**src/hw/rtl/bmp565_pkg.sv**
```systemverilog
// Shared constants and types for the 24-bit BMP to RGB565 stream decoder.
// No dependencies; the pixel interface and the decoder use this package.
package bmp565_pkg;

  localparam int MAX_DIM = 1024;
  localparam int DIM_W   = $clog2(MAX_DIM + 1);
  localparam int ADDR_W  = 20;
  localparam int COLOR_W = 16;
  localparam int KIND_W  = 2;
  localparam int POS_W   = 32;

  // Byte positions of the header fields (last byte of each field)
  localparam logic [POS_W-1:0] POS_MAGIC  = 32'd1;
  localparam logic [POS_W-1:0] POS_OFFSET = 32'd13;
  localparam logic [POS_W-1:0] POS_WIDTH  = 32'd21;
  localparam logic [POS_W-1:0] POS_HEIGHT = 32'd25;
  localparam logic [POS_W-1:0] POS_PLANES = 32'd27;
  localparam logic [POS_W-1:0] POS_BPP    = 32'd29;
  localparam logic [POS_W-1:0] POS_LAST   = 32'd33;

  localparam logic [15:0] BMP_MAGIC  = 16'h4D42;
  localparam logic [15:0] BMP_PLANES = 16'd1;
  localparam logic [15:0] BMP_BPP    = 16'd24;

  typedef enum logic [KIND_W-1:0] {
    KIND_PIXEL     = 2'd0,
    KIND_BAD_MAGIC = 2'd1,
    KIND_FORMAT    = 2'd2,
    KIND_SIZE      = 2'd3
  } kind_t;

  typedef enum logic [4:0] {
    PH_HEADER = 5'b00001,
    PH_SKIP   = 5'b00010,
    PH_PIXEL  = 5'b00100,
    PH_PAD    = 5'b01000,
    PH_DONE   = 5'b10000
  } phase_t;

endpackage

```
**src/hw/rtl/bmp565_byte_if.sv**
```systemverilog
// Byte request channel: one BMP file byte plus a start-of-file mark.
// Does not depend on bmp565_pkg; widths are fixed.
interface bmp565_byte_if;
  logic       valid;
  logic       ready;
  logic [7:0] data_byte;
  logic       file_start;

  modport source (output valid, output data_byte, output file_start, input ready);
  modport sink   (input valid, input data_byte, input file_start, output ready);
endinterface

```
**src/hw/rtl/bmp565_pix_if.sv**
```systemverilog
// Result request channel: one decoded pixel or one header error.
// Depends on bmp565_pkg for the field widths.
interface bmp565_pix_if;
  logic                          valid;
  logic                          ready;
  logic [bmp565_pkg::KIND_W-1:0]  kind;
  logic [bmp565_pkg::ADDR_W-1:0]  pixel_addr;
  logic [bmp565_pkg::COLOR_W-1:0] pixel_color;
  logic                          last_pixel;

  modport source (output valid, output kind, output pixel_addr, output pixel_color,
                  output last_pixel, input ready);
  modport sink   (input valid, input kind, input pixel_addr, input pixel_color,
                  input last_pixel, output ready);
endinterface

```
**src/hw/rtl/bmp24_to_rgb565_stream.sv**
```systemverilog
// Streaming 24-bit BMP parser producing RGB565 pixels with bottom-up row flip.
// Depends on bmp565_pkg, bmp565_byte_if and bmp565_pix_if.
//
//   channel  | dir | payload                                       | handshake
//   bytes    | in  | data_byte[7:0], file_start                     | valid/ready
//   pixels   | out | kind[1:0], pixel_addr[19:0], pixel_color[15:0], | valid/ready
//            |     | last_pixel                                     |
//
// One byte per cycle while bytes.ready is high; each byte is parsed in the cycle it is
// taken, and any result is registered in the output register unless that is stalled.
// A second result register catches a result while the output is stalled;
// bytes are refused only while that register is occupied.
// The row base address is kept by one multiply at the end of the header and
// a subtract per row, so no division is used.
// rst is synchronous, active high, clears the parse state and both result valid flags.
module bmp24_to_rgb565_stream (
  input  logic                clk,
  input  logic                rst,
  bmp565_byte_if.sink         bytes,
  bmp565_pix_if.source        pixels
);

  localparam int DW = bmp565_pkg::DIM_W;
  localparam int AW = bmp565_pkg::ADDR_W;
  localparam int PW = bmp565_pkg::POS_W;
  localparam int CW = bmp565_pkg::COLOR_W;

  typedef struct packed {
    bmp565_pkg::kind_t kind;
    logic [AW-1:0]     addr;
    logic [CW-1:0]     color;
    logic              last;
  } result_t;

  // Parse state
  bmp565_pkg::phase_t phase, phase_next;
  logic [PW-1:0] byte_position, byte_position_next;
  logic [31:0]   field_assembly, field_assembly_next;
  logic [31:0]   data_offset, data_offset_next;
  logic [DW-1:0] image_width, image_width_next;
  logic [DW-1:0] image_height, image_height_next;
  logic [DW-1:0] column_count, column_count_next;
  logic [DW-1:0] row_count, row_count_next;
  logic [AW-1:0] row_base, row_base_next;
  logic [1:0]    byte_in_pixel, byte_in_pixel_next;
  logic [7:0]    blue_hold, blue_hold_next;
  logic [7:0]    green_hold, green_hold_next;
  logic [1:0]    pad_count, pad_count_next;

  // Result registers
  logic    out_valid, skid_valid;
  result_t out_reg, skid_reg;

  logic    in_fire, out_fire;
  logic    res_valid;
  result_t res;

  bmp565_pkg::phase_t eff_phase;
  logic [PW-1:0] eff_pos;
  logic [31:0]   fa_new;
  logic [PW-1:0] pos_inc;
  logic [AW-1:0] base_prod;
  logic          row_end, last_px;

  function automatic logic [DW-1:0] dim_or_zero(input logic [31:0] v);
    if (v == 32'd0 || v > 32'(bmp565_pkg::MAX_DIM)) begin
      return '0;
    end
    return v[DW-1:0];
  endfunction

  assign in_fire      = bytes.valid && bytes.ready;
  assign out_fire     = out_valid && pixels.ready;
  assign bytes.ready  = !skid_valid;

  assign pixels.valid       = out_valid;
  assign pixels.kind        = out_reg.kind;
  assign pixels.pixel_addr  = out_reg.addr;
  assign pixels.pixel_color = out_reg.color;
  assign pixels.last_pixel  = out_reg.last;

  // A start mark restarts the parse with this byte as byte 0
  assign eff_phase = bytes.file_start ? bmp565_pkg::PH_HEADER : phase;
  assign eff_pos   = bytes.file_start ? '0 : byte_position;
  assign fa_new    = {bytes.data_byte, (bytes.file_start ? 24'd0 : field_assembly[31:8])};
  assign pos_inc   = eff_pos + PW'(1);
  assign base_prod = AW'(image_height - DW'(1)) * AW'(image_width);
  assign row_end   = ({1'b0, column_count} + (DW+1)'(1)) >= {1'b0, image_width};
  assign last_px   = row_end && (({1'b0, row_count} + (DW+1)'(1)) >= {1'b0, image_height});

  always_comb begin
    phase_next          = phase;
    byte_position_next  = byte_position;
    field_assembly_next = field_assembly;
    data_offset_next    = data_offset;
    image_width_next    = image_width;
    image_height_next   = image_height;
    column_count_next   = column_count;
    row_count_next      = row_count;
    row_base_next       = row_base;
    byte_in_pixel_next  = byte_in_pixel;
    blue_hold_next      = blue_hold;
    green_hold_next     = green_hold;
    pad_count_next      = pad_count;
    res_valid           = 1'b0;
    res                 = '0;

    if (in_fire) begin
      if (bytes.file_start) begin
        phase_next          = bmp565_pkg::PH_HEADER;
        byte_position_next  = '0;
        field_assembly_next = '0;
        data_offset_next    = '0;
        image_width_next    = '0;
        image_height_next   = '0;
        column_count_next   = '0;
        row_count_next      = '0;
        byte_in_pixel_next  = '0;
        blue_hold_next      = '0;
        green_hold_next     = '0;
        pad_count_next      = '0;
      end

      case (eff_phase)
        bmp565_pkg::PH_HEADER: begin
          byte_position_next  = pos_inc;
          field_assembly_next = fa_new;
          if (eff_pos == bmp565_pkg::POS_MAGIC && fa_new[31:16] != bmp565_pkg::BMP_MAGIC) begin
            res_valid  = 1'b1;
            res.kind   = bmp565_pkg::KIND_BAD_MAGIC;
            phase_next = bmp565_pkg::PH_DONE;
          end else if (eff_pos == bmp565_pkg::POS_OFFSET) begin
            data_offset_next = fa_new;
          end else if (eff_pos == bmp565_pkg::POS_WIDTH) begin
            image_width_next = dim_or_zero(fa_new);
          end else if (eff_pos == bmp565_pkg::POS_HEIGHT) begin
            image_height_next = dim_or_zero(fa_new);
          end else if ((eff_pos == bmp565_pkg::POS_PLANES &&
                        fa_new[31:16] != bmp565_pkg::BMP_PLANES) ||
                       (eff_pos == bmp565_pkg::POS_BPP &&
                        fa_new[31:16] != bmp565_pkg::BMP_BPP)) begin
            res_valid  = 1'b1;
            res.kind   = bmp565_pkg::KIND_FORMAT;
            phase_next = bmp565_pkg::PH_DONE;
          end else if (eff_pos == bmp565_pkg::POS_LAST) begin
            if (fa_new != 32'd0) begin
              res_valid  = 1'b1;
              res.kind   = bmp565_pkg::KIND_FORMAT;
              phase_next = bmp565_pkg::PH_DONE;
            end else if (image_width == '0 || image_height == '0) begin
              res_valid  = 1'b1;
              res.kind   = bmp565_pkg::KIND_SIZE;
              phase_next = bmp565_pkg::PH_DONE;
            end else begin
              row_base_next = base_prod;
              phase_next    = (pos_inc >= data_offset) ? bmp565_pkg::PH_PIXEL
                                                       : bmp565_pkg::PH_SKIP;
            end
          end
        end

        bmp565_pkg::PH_SKIP: begin
          byte_position_next = pos_inc;
          if (pos_inc >= data_offset) begin
            phase_next = bmp565_pkg::PH_PIXEL;
          end
        end

        bmp565_pkg::PH_PIXEL: begin
          case (byte_in_pixel)
            2'd0: begin
              blue_hold_next     = bytes.data_byte;
              byte_in_pixel_next = 2'd1;
            end
            2'd1: begin
              green_hold_next    = bytes.data_byte;
              byte_in_pixel_next = 2'd2;
            end
            default: begin
              res_valid          = 1'b1;
              res.kind           = bmp565_pkg::KIND_PIXEL;
              res.addr           = AW'(column_count) + row_base;
              res.color          = {bytes.data_byte[7:3], green_hold[7:2], blue_hold[7:3]};
              res.last           = last_px;
              byte_in_pixel_next = 2'd0;
              if (last_px) begin
                phase_next = bmp565_pkg::PH_DONE;
              end else if (row_end) begin
                // step one row up in the frame; rows arrive bottom first
                column_count_next = '0;
                row_count_next    = row_count + DW'(1);
                row_base_next     = row_base - AW'(image_width);
                pad_count_next    = image_width[1:0];
                if (image_width[1:0] != 2'd0) begin
                  phase_next = bmp565_pkg::PH_PAD;
                end
              end else begin
                column_count_next = column_count + DW'(1);
              end
            end
          endcase
        end

        bmp565_pkg::PH_PAD: begin
          pad_count_next = pad_count - 2'd1;
          if (pad_count == 2'd1) begin
            phase_next = bmp565_pkg::PH_PIXEL;
          end
        end

        default: begin
          // done: drop bytes until the next start mark
        end
      endcase
    end
  end

  always_ff @(posedge clk) begin
    if (rst) begin
      phase          <= bmp565_pkg::PH_HEADER;
      byte_position  <= '0;
      field_assembly <= '0;
      data_offset    <= '0;
      image_width    <= '0;
      image_height   <= '0;
      column_count   <= '0;
      row_count      <= '0;
      row_base       <= '0;
      byte_in_pixel  <= '0;
      blue_hold      <= '0;
      green_hold     <= '0;
      pad_count      <= '0;
    end else begin
      phase          <= phase_next;
      byte_position  <= byte_position_next;
      field_assembly <= field_assembly_next;
      data_offset    <= data_offset_next;
      image_width    <= image_width_next;
      image_height   <= image_height_next;
      column_count   <= column_count_next;
      row_count      <= row_count_next;
      row_base       <= row_base_next;
      byte_in_pixel  <= byte_in_pixel_next;
      blue_hold      <= blue_hold_next;
      green_hold     <= green_hold_next;
      pad_count      <= pad_count_next;
    end
  end

  // Output register with a catch register behind it
  always_ff @(posedge clk) begin
    if (rst) begin
      out_valid  <= 1'b0;
      skid_valid <= 1'b0;
    end else if (!out_valid || out_fire) begin
      if (skid_valid) begin
        out_valid  <= 1'b1;
        skid_valid <= 1'b0;
      end else begin
        out_valid <= res_valid;
      end
    end else if (res_valid) begin
      skid_valid <= 1'b1;
    end
  end

  always_ff @(posedge clk) begin
    if (!out_valid || out_fire) begin
      out_reg <= skid_valid ? skid_reg : res;
    end else if (res_valid) begin
      skid_reg <= res;
    end
  end

  a_skid_behind_out: assert property (@(posedge clk) disable iff (rst)
    skid_valid |-> out_valid)
    else $error("catch register full while output register empty");

  a_error_payload_zero: assert property (@(posedge clk) disable iff (rst)
    (out_valid && out_reg.kind != bmp565_pkg::KIND_PIXEL) |->
      (out_reg.addr == '0 && out_reg.color == '0 && !out_reg.last))
    else $error("error result carries pixel payload");

  a_pixel_byte_index: assert property (@(posedge clk) disable iff (rst)
    (phase == bmp565_pkg::PH_PIXEL) |-> (byte_in_pixel != 2'd3))
    else $error("byte index within pixel out of range");

  a_pad_nonzero: assert property (@(posedge clk) disable iff (rst)
    (phase == bmp565_pkg::PH_PAD) |-> (pad_count != 2'd0))
    else $error("padding phase with no bytes left");

  a_column_in_row: assert property (@(posedge clk) disable iff (rst)
    (phase == bmp565_pkg::PH_PIXEL || phase == bmp565_pkg::PH_PAD) |->
      (column_count < image_width && row_count < image_height))
    else $error("pixel position outside the image");

endmodule
```
**src/flat_wrapper.sv**
```systemverilog
// flat-port wrapper written by rule: the top's interface ports become plain ports
module bmp24_to_rgb565_stream_flat 
  (clk, rst, bytes_valid, bytes_data_byte, bytes_file_start, bytes_ready, pixels_valid, pixels_kind, pixels_pixel_addr, pixels_pixel_color, pixels_last_pixel, pixels_ready);
  bmp565_byte_if bytes_i ();
  bmp565_pix_if pixels_i ();
  input  logic clk;
  input  logic rst;
  input wire logic [$bits(bytes_i.valid)-1:0] bytes_valid;
  input wire logic [$bits(bytes_i.data_byte)-1:0] bytes_data_byte;
  input wire logic [$bits(bytes_i.file_start)-1:0] bytes_file_start;
  output wire logic [$bits(bytes_i.ready)-1:0] bytes_ready;
  output wire logic [$bits(pixels_i.valid)-1:0] pixels_valid;
  output wire logic [$bits(pixels_i.kind)-1:0] pixels_kind;
  output wire logic [$bits(pixels_i.pixel_addr)-1:0] pixels_pixel_addr;
  output wire logic [$bits(pixels_i.pixel_color)-1:0] pixels_pixel_color;
  output wire logic [$bits(pixels_i.last_pixel)-1:0] pixels_last_pixel;
  input wire logic [$bits(pixels_i.ready)-1:0] pixels_ready;
  assign bytes_i.valid = bytes_valid;
  assign bytes_i.data_byte = bytes_data_byte;
  assign bytes_i.file_start = bytes_file_start;
  assign bytes_ready = bytes_i.ready;
  assign pixels_valid = pixels_i.valid;
  assign pixels_kind = pixels_i.kind;
  assign pixels_pixel_addr = pixels_i.pixel_addr;
  assign pixels_pixel_color = pixels_i.pixel_color;
  assign pixels_last_pixel = pixels_i.last_pixel;
  assign pixels_i.ready = pixels_ready;
  bmp24_to_rgb565_stream u_core (.clk(clk), .rst(rst), .bytes(bytes_i), .pixels(pixels_i));
endmodule
```
**config.mk**
```make
export PLATFORM = sky130hd
export DESIGN_NAME = bmp24_to_rgb565_stream_flat
export DESIGN_NICKNAME = d
export VERILOG_FILES = /design/src/hw/rtl/bmp565_pkg.sv /design/src/hw/rtl/bmp565_byte_if.sv /design/src/hw/rtl/bmp565_pix_if.sv /design/src/hw/rtl/bmp24_to_rgb565_stream.sv /design/src/flat_wrapper.sv
export SDC_FILE = /design/constraint.sdc
export NUM_CORES = 1
export LEC_CHECK = 0
export BUFFER_PORTS_ARGS = -buffer_cell sky130_fd_sc_hd__buf_2
export CORE_MARGIN = 2
export CORE_UTILIZATION = 45
export CTS_BUF_LIST = sky130_fd_sc_hd__clkbuf_8
export CTS_CLUSTER_DIAMETER = 150
export DETAILED_ROUTE_END_ITERATION = 12
export GPL_TIMING_DRIVEN = 0
export PLACE_DENSITY = 0.63
export SYNTH_ARGS = -nofsm -noshare
export SYNTH_HDL_FRONTEND = slang
export SYNTH_SLANG_ARGS = --single-unit
```
**constraint.sdc**
```tcl
create_clock -name clk -period 6.4 [get_ports clk]
set_input_delay 0.32 -clock clk [delete_from_list [all_inputs] [get_ports clk]]
set_output_delay 0.32 -clock clk [all_outputs]
set_load 0.005 [all_outputs]
```
==> results.cfg <==
[die]
pin_count = 54
fp.dieW_um = 209
core_um2 = 41700
fp-row-count = 75
floorplan.initialDensity_pct = 45.3
floorplan.die.height_um = 209
design.die.area_um2 = 43600

[detailed_routing]
drt_drc_violations_left = 0
drt_pass1_iterations = 10
routed-via-count = 16637
routed_via_density = 5.71
wl_cell_um = 19.5
totalWireLength_mm = 57.0
initialDrtViolationCount = 1337
detail-route-antenna-nets = 0

[worst_hold_path]
worstHoldPathType = input pin to register

[sta]
max_slew_margin_pct = 27.0
min_period_ps = 6350
final_hold_viol_count = 0
worst_hold_slack_ps = 47.2
pin_slew_with_the_least_headroom_to_its_limit_ps = 1090
rsz0062_at_grt = true
final.period_utilization_pct = 99.2
final_max_slew_viol_count = 0
finalSetupViolCount = 0
fin_skew_ps = 34.4
max_freq_ghz = 0.158

[logic_synthesis]
synth-edff-count = 78
post_synth_instance_area_um2 = 18900
synth.avg_cell_area_um2 = 8.57
synth-async-reset-ratio_pct = 0
yosysUniqueCellTypes = 86
synth_area_leader_cell = sky130_fd_sc_hd__dfxtp_1
synth_common_cells = sky130_fd_sc_hd__nand2_1 (235), sky130_fd_sc_hd__inv_1 (215), sky130_fd_sc_hd__nor2_1 (198), sky130_fd_sc_hd__dfxtp_1 (174), sky130_fd_sc_hd__a21oi_1 (134)
synthesized_netlist_cell_count = 2202
ys_dominant_reg_cell = sky130_fd_sc_hd__dfxtp_1
yosys_warnings = 0
post-synth-top-count-cell = sky130_fd_sc_hd__nand2_1
postSynthNetCount = 2444
cell_types_with_the_largest_area_share_after_synthesis = sky130_fd_sc_hd__dfxtp_1 (18%), sky130_fd_sc_hd__edfxtp_1 (12%), sky130_fd_sc_hd__fa_1 (12%)
synth.top_cell.area_share_pct = 18.5
ys_seq_area_share_pct = 30.9
yosys_register_bits = 252

[global_routing]
grt_start_max_net_pins = 33
number_of_global_route_vias_before_repair = 16283
number_of_antenna_violations_at_the_first_check_in_global_routing = 0
global_router_s_overall_resource_usage_pct = 25.8
grt_pass1_wl_mm = 89.4
grt_overflow = 0

[worst_setup_path]
worstPathBufferInverterCount = 9
worst_path_dominant_cell_family = adder cells
critPathMostFrequentCell = sky130_fd_sc_hd__fa_1
critical_path.startpoint_type = register
timing_worst_setup_path_type = register to register
worst-endpoint-required_ps = 6850
cp.arrival_ps = 6800
slowest_delay_ps = 570
cp_slowest_cell = sky130_fd_sc_hd__fa_1
worstPathMaxFanout = 4
setup.worst_path.end_class = register

[layout]
finish.net_count = 2580
layout.filler_cells = 3983
syn_to_final_growth_pct = 14.1
largest_register_ffs = 39
drive_gt1_share_pct = 11.4
layoutNonFillerInstCount = 2916
finish.utilization_pct = 51.7

[clocking]
cts_max_path_buffers = 3
cts.clk_slew.worst_paths_ps = 60
root_buffer = sky130_fd_sc_hd__clkbuf_8
tritoncts = built
worst_skew_pair.late_latency_ps = 620
cts_max_level = 2
tritoncts.num_buffers = 47
numClockSinks = 252

[place]
place_hpwl_mm = 43.0
placed_cells = 2798
place.port_buffers = 53
routabilityCongestion = 0.958

[power]
power.leakage_nw = 9.33
clkPwrFrac_pct = 47.2
p_per_area_nw_per_um2 = 161
fraction_of_power_consumed_by_combinational_cells_pct = 4.8
max-vdd-ir-drop_uv = 136
totalPowerFinal_mw = 3.47
p_sw_share_pct = 25.8
power_report.internal_total_mw = 2.57
power_switching_uw = 895
seq_power_share_pct = 47.9

[run_status]
outcome = finished clean

[flow_run]
drv_cap = 0
## per-layer routing
metal	share of wire, %	up-vias	GRT usage [%]
met5	0	-	0
li1	-	7870	-
met3	5.3	128	3.22
met4	3.2	0	9.63
met1	44	8090	34.5
met2	47	549	42.8
## power groups by stage
stage               Sequential (mW)  Clock, mW  Combinational [mW]
global placement               1.69          0               0.159
finish                         1.66       1.64               0.168
detailed placement             1.69          0               0.161
CTS                            1.66       1.67               0.163
global route                   1.66       1.74               0.178
floorplan                      1.69          0              0.0888
## cell type report
type                    count  area (um2)  area share (%)
repair buffers             90         593            2.75
inverters                 215         815            3.78
well taps                 539         674            3.13
clock inverters            31         203           0.941
multi-input cells        1619       12100            56.4
diodes                      1        2.50          0.0116
flip-flops and latches    252        5830            27.1
clock buffers              56         771            3.58
plain buffers             113         499            2.32
## worst min-delay path: cells and delay by family
family | cells | cell delay, ps
buffers and inverters | 1 | 160
AND/OR/NAND/NOR | 1 | 70
AO/OA/AOI/OAI | 1 | 50
## cell usage in the layout (no fill, tap or decap), drive strengths merged, types with 43 or more instances in the layout
master / synthesis / layout
inv: 215 / 228
a22oi: 43 / 43
nor3: 43 / 43
dfxtp: 174 / 174
nand2: 235 / 235
xnor2: 73 / 73
ha: 119 / 119
a21o: 56 / 56
o21ai: 90 / 90
clkbuf: 96 / 146
nand3: 78 / 78
fa: 110 / 110
edfxtp: 78 / 78
and2: 66 / 66
buf: 20 / 110
nor2: 198 / 198
a21oi: 135 / 135
## path summary, 6_finish.rpt
check                           depth (start not counted)                                 from  slack [ps]                                      to
worst max-delay path                                   26  u_core.image_height[0]$_SDFFE_PP0P_          50        u_core.row_base[19]$_SDFFE_PP0P_
worst min-delay path                                    3                   bytes_data_byte[6]          50  u_core.field_assembly[30]$_SDFFE_PP0P_
worst min register to register                          2    u_core.green_hold[5]$_SDFFE_PP0P_         460       u_core.green_hold[5]$_SDFFE_PP0P_
worst max register to register                         26  u_core.image_height[0]$_SDFFE_PP0P_          50        u_core.row_base[19]$_SDFFE_PP0P_
## through the flow
step / instance area [um2] / TNS, ps / setup slack (ps)
3_5_place_dp: 19900 / -10820 / -1070
5_1_grt: 21500 / -461 / -171
6_report: 21500 / 0 / 53.3
4_1_cts: 21200 / -9.28 / -5.16
3_3_place_gp: 19800 / -132790 / -3170
2_1_floorplan: 18900 / 0 / 42.8
## kinds of logic after synthesis
family / synth area share [%]
DFF: 30.9
buffers and inverters: 6.74
and+or+nand+nor: 20.2
adders and majority gates: 19.6
AOI/OAI and AO/OA: 16.9
muxes: 0.716
xor gates and xnor gates: 4.95
## repair_timing
item	4_1_cts	5_1_grt
hold buffers	3	0
setup endpoints to repair	14	9
hold endpoints to repair	3	0
pin swaps	19	28
gates resized for setup	47	60
setup buffers	16	14
Power figures use the tool's default switching activity.
